[src/rtl/core/assert_macros.svh]
// Assertion helpers used by the RTL datapath (uct_dp).
`ifndef ASSERT_MACROS_SVH
`define ASSERT_MACROS_SVH

// Check prop on every rising clock edge while reset is released.
`define ASSERT_CLK(label, clk, rst_n, prop, msg) \
  label: assert property (@(posedge clk) disable iff (!rst_n) (prop)) else $error(msg);

// Check that cond never holds on a rising clock edge while reset is released.
`define ASSERT_NEVER(label, clk, rst_n, cond, msg) \
  label: assert property (@(posedge clk) disable iff (!rst_n) !(cond)) else $error(msg);

`endif

[src/rtl/core/uct_pkg.sv]
package uct_pkg;
  localparam int MaxChildren = 64;
  localparam int FracBits    = 16;
  localparam int IdxW        = 6;
  localparam int CntW        = 7;
  localparam int ScoreW      = FracBits + 3;
  localparam int FieldW      = 24;
  localparam int LogW        = 5 + FracBits;
  localparam logic [ScoreW-1:0] ScoreMax = {ScoreW{1'b1}};
  localparam logic [32:0] TwoLn2Q32 = 33'd5954088944;

  typedef enum logic [8:0] {
    ST_IDLE = 9'b000000001,
    ST_DIV  = 9'b000000010,
    ST_LOGP = 9'b000000100,
    ST_LOGV = 9'b000001000,
    ST_MUL  = 9'b000010000,
    ST_SQRT = 9'b000100000,
    ST_CMP  = 9'b001000000,
    ST_OUT  = 9'b010000000,
    ST_WAIT = 9'b100000000
  } state_t;

  typedef struct packed {
    logic load;
    logic div_step;
    logic log_init_p;
    logic log_init_v;
    logic log_step;
    logic log_save_p;
    logic mul;
    logic sqrt_init;
    logic sqrt_step;
    logic update;
    logic clear;
  } cmd_t;

  typedef struct packed {
    logic       step_done;
    logic       last;
    logic       zero_visits;
    logic       need_explore;
  } status_t;
endpackage

[src/rtl/core/uct_ctrl.sv]
module uct_ctrl (
  input  logic              clk,
  input  logic              rst_n,
  input  logic              in_valid,
  output logic              in_stall,
  output logic              out_valid,
  input  logic              out_stall,
  input  uct_pkg::status_t  sts,
  output uct_pkg::cmd_t     cmd
);
  uct_pkg::state_t state_r, state_nxt;

  assign in_stall  = (state_r != uct_pkg::ST_IDLE);
  assign out_valid = (state_r == uct_pkg::ST_OUT);

  always_comb begin
    state_nxt = state_r;
    cmd = '0;
    case (state_r)
      uct_pkg::ST_IDLE: begin
        if (in_valid) begin
          cmd.load = 1'b1;
          state_nxt = uct_pkg::ST_DIV;
        end
      end
      uct_pkg::ST_DIV: begin
        cmd.div_step = 1'b1;
        if (sts.step_done) begin
          if (sts.zero_visits || !sts.need_explore) begin
            state_nxt = uct_pkg::ST_CMP;
          end else begin
            cmd.log_init_p = 1'b1;
            state_nxt = uct_pkg::ST_LOGP;
          end
        end
      end
      uct_pkg::ST_LOGP: begin
        cmd.log_step = 1'b1;
        if (sts.step_done) begin
          cmd.log_save_p = 1'b1;
          cmd.log_init_v = 1'b1;
          state_nxt = uct_pkg::ST_LOGV;
        end
      end
      uct_pkg::ST_LOGV: begin
        cmd.log_step = 1'b1;
        if (sts.step_done) state_nxt = uct_pkg::ST_MUL;
      end
      uct_pkg::ST_MUL: begin
        cmd.mul = 1'b1;
        cmd.sqrt_init = 1'b1;
        state_nxt = uct_pkg::ST_SQRT;
      end
      uct_pkg::ST_SQRT: begin
        cmd.sqrt_step = 1'b1;
        if (sts.step_done) state_nxt = uct_pkg::ST_CMP;
      end
      uct_pkg::ST_CMP: begin
        cmd.update = 1'b1;
        state_nxt = sts.last ? uct_pkg::ST_OUT : uct_pkg::ST_IDLE;
      end
      uct_pkg::ST_OUT: begin
        if (!out_stall) begin
          cmd.clear = 1'b1;
          state_nxt = uct_pkg::ST_IDLE;
        end
      end
      default: state_nxt = uct_pkg::ST_IDLE;
    endcase
  end

  always_ff @(posedge clk) begin
    if (!rst_n) state_r <= uct_pkg::ST_IDLE;
    else        state_r <= state_nxt;
  end
endmodule

[src/rtl/core/uct_dp.sv]
`include "assert_macros.svh"
module uct_dp (
  input  logic                           clk,
  input  logic                           rst_n,
  input  logic [uct_pkg::FieldW-1:0]     in_child_wins,
  input  logic [uct_pkg::FieldW-1:0]     in_child_visits,
  input  logic [uct_pkg::FieldW-1:0]     in_parent_visits,
  input  logic                           in_last_child,
  input  uct_pkg::cmd_t                  cmd,
  output uct_pkg::status_t               sts,
  output logic [uct_pkg::IdxW-1:0]       out_selected_index,
  output logic [uct_pkg::ScoreW-1:0]     out_best_score
);
  localparam int NumW = uct_pkg::FieldW + uct_pkg::FracBits;
  localparam int RemW = uct_pkg::FieldW + 1;
  localparam int TW   = uct_pkg::LogW + 1;
  localparam int RadW = 2 * TW + 2;

  logic [uct_pkg::FieldW-1:0] visits_r, parent_r;
  logic                       last_r;
  logic [NumW-1:0]            quo_r, quo_nxt;
  logic [RemW-1:0]            rem_r, rem_nxt;
  logic [5:0]                 cnt_r;
  logic [31:0]                m_r;
  logic [uct_pkg::FracBits-1:0] frac_r;
  logic [4:0]                 top_r;
  logic [uct_pkg::LogW-1:0]   logp_r;
  logic [RadW-1:0]            sv_r, res_r, bit_r;
  logic [uct_pkg::ScoreW-1:0] best_r;
  logic [uct_pkg::IdxW-1:0]   bpos_r;
  logic [uct_pkg::CntW-1:0]   pos_r;
  logic                       have_r;

  logic [RemW-1:0]            rem_sh;
  logic [63:0]                sq;
  logic [32:0]                msq;
  logic [uct_pkg::FieldW-1:0] lx;
  logic [4:0]                 ltop;
  logic [uct_pkg::LogW-1:0]   logv, diff;
  logic [uct_pkg::LogW+33-1:0] prod;
  logic [RadW-1:0]            trial;
  logic [uct_pkg::ScoreW+1:0] sum;
  logic [uct_pkg::ScoreW-1:0] score;

  always_comb begin
    rem_sh  = {rem_r[RemW-2:0], quo_r[NumW-1]};
    quo_nxt = {quo_r[NumW-2:0], 1'b0};
    rem_nxt = rem_sh;
    if (rem_sh >= {1'b0, visits_r}) begin
      rem_nxt = rem_sh - {1'b0, visits_r};
      quo_nxt[0] = 1'b1;
    end
  end

  always_comb begin
    lx = cmd.log_init_p ? parent_r : visits_r;
    ltop = '0;
    for (int i = 0; i < uct_pkg::FieldW; i++) begin
      if (lx[i]) ltop = 5'(i);
    end
  end

  assign sq   = {32'd0, m_r} * {32'd0, m_r};
  assign msq  = sq[62:30];
  assign logv = {top_r, frac_r};
  assign diff = logp_r - logv;
  assign prod = {33'd0, diff} * {{uct_pkg::LogW{1'b0}}, uct_pkg::TwoLn2Q32};
  assign trial = res_r + bit_r;

  always_comb begin
    sum = {2'b00, quo_r[uct_pkg::ScoreW-1:0]} + {2'b00, res_r[uct_pkg::ScoreW-1:0]};
    if (visits_r == '0) score = uct_pkg::ScoreMax;
    else if (quo_r[NumW-1:uct_pkg::ScoreW] != '0 || res_r[RadW-1:uct_pkg::ScoreW] != '0
             || sum > {2'b00, uct_pkg::ScoreMax})
      score = uct_pkg::ScoreMax;
    else score = sum[uct_pkg::ScoreW-1:0];
  end

  always_ff @(posedge clk) begin
    if (cmd.load) begin
      cnt_r <= 6'(NumW - 1);
    end else if (cmd.log_init_p || cmd.log_init_v) begin
      cnt_r <= 6'(uct_pkg::FracBits - 1);
    end else if (cmd.mul) begin
      cnt_r <= 6'(RadW / 2 - 1);
    end else if (cmd.div_step || cmd.log_step || cmd.sqrt_step) begin
      cnt_r <= cnt_r - 6'd1;
    end
  end

  always_ff @(posedge clk) begin
    if (cmd.load) begin
      visits_r <= in_child_visits;
      parent_r <= in_parent_visits;
      last_r   <= in_last_child;
      quo_r    <= {in_child_wins, {uct_pkg::FracBits{1'b0}}};
      rem_r    <= '0;
      res_r    <= '0;
    end else if (cmd.div_step) begin
      quo_r <= quo_nxt;
      rem_r <= rem_nxt;
    end
    if (cmd.log_init_p || cmd.log_init_v) begin
      top_r  <= ltop;
      m_r    <= 32'({lx, 7'd0} << (5'd23 - ltop));
      frac_r <= '0;
    end else if (cmd.log_step) begin
      frac_r <= {frac_r[uct_pkg::FracBits-2:0], msq[31]};
      m_r    <= msq[31] ? msq[32:1] : msq[31:0];
    end
    if (cmd.log_save_p) logp_r <= {top_r, frac_r[uct_pkg::FracBits-2:0], msq[31]};
    if (cmd.sqrt_init) begin
      sv_r  <= {{(RadW-TW-uct_pkg::FracBits){1'b0}}, prod[32 +: TW],
                {uct_pkg::FracBits{1'b0}}};
      res_r <= '0;
      bit_r <= {2'b01, {(RadW-2){1'b0}}};
    end else if (cmd.sqrt_step) begin
      if (sv_r >= trial) begin
        sv_r  <= sv_r - trial;
        res_r <= (res_r >> 1) + bit_r;
      end else begin
        res_r <= res_r >> 1;
      end
      bit_r <= bit_r >> 2;
    end
  end

  always_ff @(posedge clk) begin
    if (!rst_n || cmd.clear) begin
      best_r <= '0;
      bpos_r <= '0;
      pos_r  <= '0;
      have_r <= 1'b0;
    end else if (cmd.update && pos_r < uct_pkg::CntW'(uct_pkg::MaxChildren)) begin
      if (!have_r || score > best_r) begin
        best_r <= score;
        bpos_r <= pos_r[uct_pkg::IdxW-1:0];
        have_r <= 1'b1;
      end
      pos_r <= pos_r + uct_pkg::CntW'(1);
    end
  end

  assign sts.step_done    = (cnt_r == '0);
  assign sts.last         = last_r;
  assign sts.zero_visits  = (visits_r == '0);
  assign sts.need_explore = (parent_r > visits_r);

  assign out_selected_index = bpos_r;
  assign out_best_score     = best_r;

  `ASSERT_CLK(a_pos_cap, clk, rst_n, pos_r <= uct_pkg::CntW'(uct_pkg::MaxChildren),
    "child count beyond cap")
  `ASSERT_CLK(a_clear, clk, rst_n, cmd.clear |=> (pos_r == '0 && !have_r),
    "state not cleared")
  `ASSERT_CLK(a_have, clk, rst_n, (pos_r != '0) |-> have_r, "count without best")
  `ASSERT_NEVER(a_bpos_seen, clk, rst_n, have_r && {1'b0, bpos_r} >= pos_r,
    "best index beyond count")
endmodule

[src/rtl/core/uct_child_select_top.sv]
// An accepted child runs the divider, then goes to the compare if the explore term is
//   skipped (zero visits or parent not above child), else via log2 of parent and child,
//   the multiply and the sqrt; on the last child out_valid holds while out_stall is set.
//   One child at a time (in_stall); 40-step divide, 16-step log2 twice, 23-step sqrt.
// Reset: synchronous active-low rst_n clears the controller and selection state.
module uct_child_select_top (
  input  logic                          clk,
  input  logic                          rst_n,
  input  logic                          in_valid,
  output logic                          in_stall,
  input  logic [uct_pkg::FieldW-1:0]    in_child_wins,
  input  logic [uct_pkg::FieldW-1:0]    in_child_visits,
  input  logic [uct_pkg::FieldW-1:0]    in_parent_visits,
  input  logic                          in_last_child,
  output logic                          out_valid,
  input  logic                          out_stall,
  output logic [uct_pkg::IdxW-1:0]      out_selected_index,
  output logic [uct_pkg::ScoreW-1:0]    out_best_score
);
  uct_pkg::cmd_t    cmd;
  uct_pkg::status_t sts;

  uct_ctrl u_ctrl (
    .clk(clk), .rst_n(rst_n), .in_valid(in_valid), .in_stall(in_stall),
    .out_valid(out_valid), .out_stall(out_stall), .sts(sts), .cmd(cmd)
  );

  uct_dp u_dp (
    .clk(clk), .rst_n(rst_n), .in_child_wins(in_child_wins),
    .in_child_visits(in_child_visits), .in_parent_visits(in_parent_visits),
    .in_last_child(in_last_child), .cmd(cmd), .sts(sts),
    .out_selected_index(out_selected_index), .out_best_score(out_best_score)
  );
endmodule
[config.mk]
export PLATFORM = sky130hd
export DESIGN_NAME = uct_child_select_top
export DESIGN_NICKNAME = d
export VERILOG_FILES = /design/src/rtl/core/uct_pkg.sv /design/src/rtl/core/uct_ctrl.sv /design/src/rtl/core/uct_dp.sv /design/src/rtl/core/uct_child_select_top.sv
export VERILOG_INCLUDE_DIRS = /design/src /design/src/rtl/core
export SDC_FILE = /design/constraint.sdc
export NUM_CORES = 2
export LEC_CHECK = 0
export ABC_AREA = 1
export BUFFER_PORTS_ARGS = -buffer_cell sky130_fd_sc_hd__buf_2
export CAP_MARGIN = 40
export CELL_PAD_IN_SITES_DETAIL_PLACEMENT = 0
export CELL_PAD_IN_SITES_GLOBAL_PLACEMENT = 1
export CORE_ASPECT_RATIO = 1.2
export CORE_MARGIN = 2
export CORE_UTILIZATION = 51
export DETAILED_ROUTE_END_ITERATION = 7
export PLACE_DENSITY_LB_ADDON = 0.1
export SETUP_SLACK_MARGIN = 0.02
export SYNTH_ARGS = -nofsm -noshare
export SYNTH_HDL_FRONTEND = slang
export SYNTH_SLANG_ARGS = --single-unit
[constraint.sdc]
create_clock -name clk -period 9.9 [get_ports clk]
set_input_delay 1.98 -clock clk [delete_from_list [all_inputs] [get_ports clk]]
set_output_delay 1.98 -clock clk [all_outputs]
set_load 0.05 [all_outputs]
# ---- Yosys cells after proc, flatten, opt, wreduce, memory -nomap -nowiden
# Index checks and enable logic that the tools add are counted.
dict set report op_classes {
  add_sub_neg 9
  mul 2
  n_lt_le_gt_ge 6
  n_eq_ne 15
  shift 1
  mux 64
  reduce_logical 30
}
# operator n
set op_table {}
lappend op_table {{$mux 46} 3}
lappend op_table {{$mux 38} 3}
lappend op_table {{$mux 5} 22}
lappend op_table {{$mux 32} 3}
lappend op_table {{$mux 40} 2}
lappend op_table {{$pmux 9 s8} 1}
lappend op_table {{$mul 32x32->63} 1}
lappend op_table {{$mux 9} 6}
lappend op_table {{$mul 21x29->50 const B} 1}
lappend op_table {{$mux 24} 2}
lappend op_table {{$add 45x45->46} 1}
lappend op_table {{$add 46x45->46} 1}
lappend op_table {{$ge 46x46->1} 1}
lappend op_table {{$sub 46x46->46} 1}
lappend op_table {{$mux 19} 2}
lappend op_table {{$shl 31x5->32} 1}
lappend op_table {{$reduce_bool 27->1} 1}
lappend op_table {{$ge 25x24->1} 1}
lappend op_table {{$gt 24x24->1} 1}
lappend op_table {{$logic_not 24->1} 1}
lappend op_table {{$sub 24x24->24} 1}
lappend op_table {{$gt 21x19->1 const B} 1}
lappend op_table {{$reduce_bool 21->1} 1}
lappend op_table {{$sub 21x21->21} 1}
lappend op_table {{31 further kinds} 68}
dict set report word_totals {
  regBits 350
  input_bits 77
}

# ---- Depth between registers and ports, before layout
dict set report depth {
  word_depth 33
  mapped_depth 52
}

# ---- Cells and area by module
# A second synthesis with hierarchy kept.
dict set report unflattened {
  cells_unflattened 7819
  area_unflattened_um2 63310.7
}
# mod n_inst cells_per_inst area_each_um2 seq_area_each_um2
set modules_own_cells {}
lappend modules_own_cells {uct_dp 1 7712 62695.1 8358.0}
lappend modules_own_cells {uct_ctrl 1 107 615.6 160.2}

# ---- Worst setup path before layout
# No wires, ideal clock.
dict set report synth_timing {
  kind {register -> register}
  start {register u_dp.logp_r[0] (netlist bit)}
  end {register u_dp.sv_r[34], data pin}
  setup_ns 0.268
  arrival_time_ns 8.523
  required_ns 9.632
  slack_ns 1.109
  stages_incl_launch_ff 48
  n_path_buf 0
  synth_period_minus_slack_ns 8.791
  cell_sequence {edfxtp_1 -> inv_1 -> ha_1 -> inv_1 -> fa_1 -> a21oi_1 -> o21bai_1 -> a21oi_1 -> o21bai_1 -> nand3_1 -> nand2_1 -> nand3_1 -> nand2_1 -> nand3_1 -> nand2_1 -> inv_1 -> o221ai_1 -> nand3_1 -> (+12 left out) -> inv_1 -> fa_1 -> inv_1 -> ha_1 -> inv_1 -> o21bai_1 -> nand3_1 -> nand3_1 -> a21boi_0 -> o21ai_0 -> nand3_1 -> nand2_1 -> a21oi_1 -> inv_1 -> a21oi_1 -> or2_2 -> nand3_1 -> o21ai_0}
}
dict set report synth_between {
  elab_chain_cells 3
}
# element line_no
set synth_rtl {}
lappend synth_rtl {{from (decl)} uct_dp.sv:27} ;# logic [uct_pkg::LogW-1:0] logp_r;
lappend synth_rtl {{from (signal assigned)} uct_dp.sv:111} ;# if (cmd.log_save_p) logp_r <= {top_r, frac_r[uct_pkg::FracBits-2:0], msq[31]};
lappend synth_rtl {{$sub 21x21->21} uct_dp.sv:66} ;# assign diff = logp_r - logv;
lappend synth_rtl {{$mul 21x29->50} uct_dp.sv:67} ;# assign prod = {33'd0, diff} * {{uct_pkg::LogW{1'b0}}, uct_pkg::TwoLn2Q32};
lappend synth_rtl {{$mux 38} uct_dp.sv:112} ;# if (cmd.sqrt_init) begin
lappend synth_rtl {{to (signal assigned)} uct_dp.sv:113} ;# sv_r <= {{(RadW-TW-uct_pkg::FracBits){1'b0}}, prod[32 +: TW],
lappend synth_rtl {{to (signal assigned)} uct_dp.sv:119} ;# sv_r <= sv_r - trial;
lappend synth_rtl {{to (decl)} uct_dp.sv:28} ;# logic [RadW-1:0] sv_r, res_r, bit_r;
# Every way passes these cells.
# A chain may end at the register's enable or synchronous reset.

# ---- Final worst setup path
dict set report layout_timing {
  start {register u_dp.m_r[11]}
  end {register u_dp.m_r[9], data pin}
}
dict set report layout_between {
  elab_chain_cells 4
}
# element line_no
set layout_rtl {}
lappend layout_rtl {{from (decl)} uct_dp.sv:24} ;# logic [31:0] m_r;
lappend layout_rtl {{from (signal assigned)} uct_dp.sv:105} ;# m_r <= 32'({lx, 7'd0} << (5'd23 - ltop));
lappend layout_rtl {{from (signal assigned)} uct_dp.sv:109} ;# m_r <= msq[31] ? msq[32:1] : msq[31:0];
lappend layout_rtl {{$mul 32x32->63} uct_dp.sv:63} ;# assign sq = {32'd0, m_r} * {32'd0, m_r};
lappend layout_rtl {{$mux 32} uct_dp.sv:109}
lappend layout_rtl {{$mux 32} uct_dp.sv:107} ;# end else if (cmd.log_step) begin
lappend layout_rtl {{$mux 32} uct_dp.sv:103} ;# if (cmd.log_init_p || cmd.log_init_v) begin
# Every way passes these cells. The select of a mux whose other input is x is not followed.

==> run metrics <==
run status completed; largest net degree at the start of global routing 72; initial antenna violation count 4; r2r startpoint u_dp.m_r[11]; Slowest Stage Delay on Critical Path about 0.81 ns; register area 8520 µm²; Seq/Total Area, Yosys 13.8%; relative slew slack 42.2%; fin crit period 9.43 ns; Detailed Routing Iterations Pass 1 5; 1st-iter DRT viols 2627; Routability Congestion 0.946; worst min-delay path category reg -> reg; Core ar. about 120000 µm²; fin crit share 95.3%; top cell type's share of synthesized area 33.0%; CTS sink cnt 349; register bit total from synthesis about 350; Startpoint Class register; maxcap violations 0; RSZ-0062 raised after global routing false; Least-Margin Pin Slew ~0.86 ns; Worst-Skew Late Latency roughly 0.63 ns; cts hold-fix bufs 0; Synth Warn # 0; syn_nets 9305; post-route ant nets 0; Die Ht 385 µm; Critical Path Sink Type register; CP required 10.23 ns; setup tns final 0 ns; Commonest cells post-synth inv_1 (2022), nand2_1 (1268), fa_1 (1018); Max Clk Rate 106 MHz; Vias/cell 5.22; # setup viols final 0; hpwl dp 139000 µm; hold path depth 0; die width 322 µm; overall routing resource usage between 20% and 30%; cell family with most CP delay adder cells; vias in the first global route ~50k; area of the multi-input gates ~45000 µm²; Primary FF master, synth dfxtp_1; H-tree levels 2; Initial Util 51.5%; die area 124000 µm²; Crit path top cell by count fa_1; DR DRC count 0; drt wl/cell 18.4 µm; clk buf depth 3; nets 9380; most common cell in the netlist inv_1; clk slew on worst S/H paths 0.06 ns; slowest CP cell edfxtp_1; Max Clock Skew approximately 0.044 ns; post-synth cell types 69; CTS root buffer clkbuf_16; Data arrival, critical path roughly 9.8 ns; Ports 104; Filler cells 11.4k; synthesized instance count ~7.5k; area grow syn2layout 7.02%; Worst R2R Setup Slack 0.47 ns; share of post-route cells with drive strength above 1 ~5%; ranking of synthesized cells by area fa_1 (33%), ha_1 (14%), inv_1 (12%); WL final roughly 170000 µm; remaining global-route overflow 0; Worst Path Max Fanout 14; TritonCTS clock tree done; Hold Vio Cnt, Final 0; Cell Area, Synth 61800 µm²; leading area contributor after synthesis fa_1; async set-reset flop share out of synthesis 0%; Post-synth EDFFs 153; worst path bufs/invs 7; CP Class reg -> reg; global-route wire length before repair 272000 µm; worst-case reg-to-reg path depth 33; total clock buffers created by CTS 42; Hold Path Sink u_dp.logp_r[2]; # port buffers approximately 100; routed vias 47.8k; final max-slew violation count 0; Post-Syn Area per Cell 8.24 µm²; Crit Reg-Reg Endpoint u_dp.m_r[9]; Cell Rows 139; CP startpoint u_dp.m_r[11]; hold path start u_dp.frac_r[1]
==> metal layers <==
| metal | vias up | track usage (%) | share of wire [%] |
|---|---|---|---|
| met3 | 258 | 2.81 | 4.1 |
| met1 | 23409 | 35.4 | 42 |
| met5 | - | 0 | 0.030 |
| met4 | 8 | 7.98 | 3.1 |
| li1 | 23103 | - | - |
| met2 | 995 | 50.8 | 51 |
==> cell usage in the layout (no fill, tap or decap), types with 9 or more instances in the layout <==
cell type,Yosys,final
inv_1,2022,2019
nand2_1,1268,1267
fa_1,1018,1017
ha_1,707,706
a21oi_1,421,416
o21ai_0,313,308
nor2_1,306,305
nand3_1,223,222
dfxtp_1,196,194
edfxtp_1,153,153
buf_4,3,116
xor2_1,106,106
buf_2,12,103
xnor2_1,103,102
a31oi_1,58,58
nand4_1,47,47
o21ai_1,40,43
clkbuf_16,0,42
nor3_1,27,27
o211ai_1,25,25
o21bai_1,23,22
o22ai_1,22,22
a21o_1,19,19
or2_2,19,19
o21a_1,16,16
a21oi_2,13,16
a22o_1,16,16
nor4_1,13,13
a22oi_1,12,12
or2_1,11,11
inv_2,8,9
a211oi_1,9,9
o31ai_1,9,9
==> state kept, by name, indices dropped and copies added, names as in the netlist <==
signal,flops
u_ctrl.state_r,8
u_dp.bit_r,23
u_dp.cnt_r,6
u_dp.frac_r,16
u_dp.have_r,1
u_dp.last_r,1
u_dp.logp_r,21
u_dp.m_r,32
u_dp.out_best_score,19
u_dp.out_selected_index,6
u_dp.parent_r,24
u_dp.pos_r,7
u_dp.quo_r,40
u_dp.rem_r,24
u_dp.res_r,46
u_dp.sv_r,46
u_dp.top_r,5
u_dp.visits_r,24
==> worst max-delay path by stage <==
stage	slack, ns	depth (start not counted)	end
after global placement	0.37	46	u_dp.sv_r[35]
after floorplan	1.11	47	u_dp.sv_r[34]
after detailed placement	0.23	46	u_dp.sv_r[35]
after CTS	0.20	46	u_dp.sv_r[35]
after global routing	0.006	44	u_dp.sv_r[36]
final	0.47	33	u_dp.m_r[9]
==> final cells by class <==
cell class / count / area share, %
Clock inverter: 23 / 0.488
Sequential cell: 349 / 12.9
Multi-Input combinational cell: 4922 / 68.0
Tap cell: 1551 / 2.93
Antenna cell: 1 / 0.00378
Clock buffer: 51 / 1.70
Timing Repair Buffer: 231 / 2.48
Inverter: 2032 / 11.5
==> repair_timing <==
| item | 4_1_cts | 5_1_grt |
|---|---|---|
| gates resized for setup | 0 | 26 |
| buffers inserted | 0 | 20 |
| setup endpoints to repair | 0 | 30 |
==> metrics by stage <==
stage          hold WS [ns]  cell area (µm²)  setup slack, ns  instances  utilization, %
4_1_cts               0.457            65900            0.197       9139            54.9
3_5_place_dp          0.443            64400            0.226       9065            53.7
2_1_floorplan         0.426            61800             1.11       7503               -
5_1_grt               0.471            66200          0.00641       9159            55.1
6_report              0.453            66200            0.466       9160            55.1
3_3_place_gp          0.438            64300            0.366       9061            53.6
==> cells by family after synthesis <==
kind of cell	after synthesis	share of synthesized area, %
AND/OR/NAND/NOR	1951	12.9
other	1	0.00607
buffers and inverters	2232	13.6
XOR/XNOR	209	2.96
adder cells (fa/ha/maj)	1725	47.3
AO/OA/AOI/OAI	1036	9.42
flip-flops	349	13.8
Power is not shown: default switching activity piles up to over one toggle a cycle in this logic, so the estimate is an artifact.
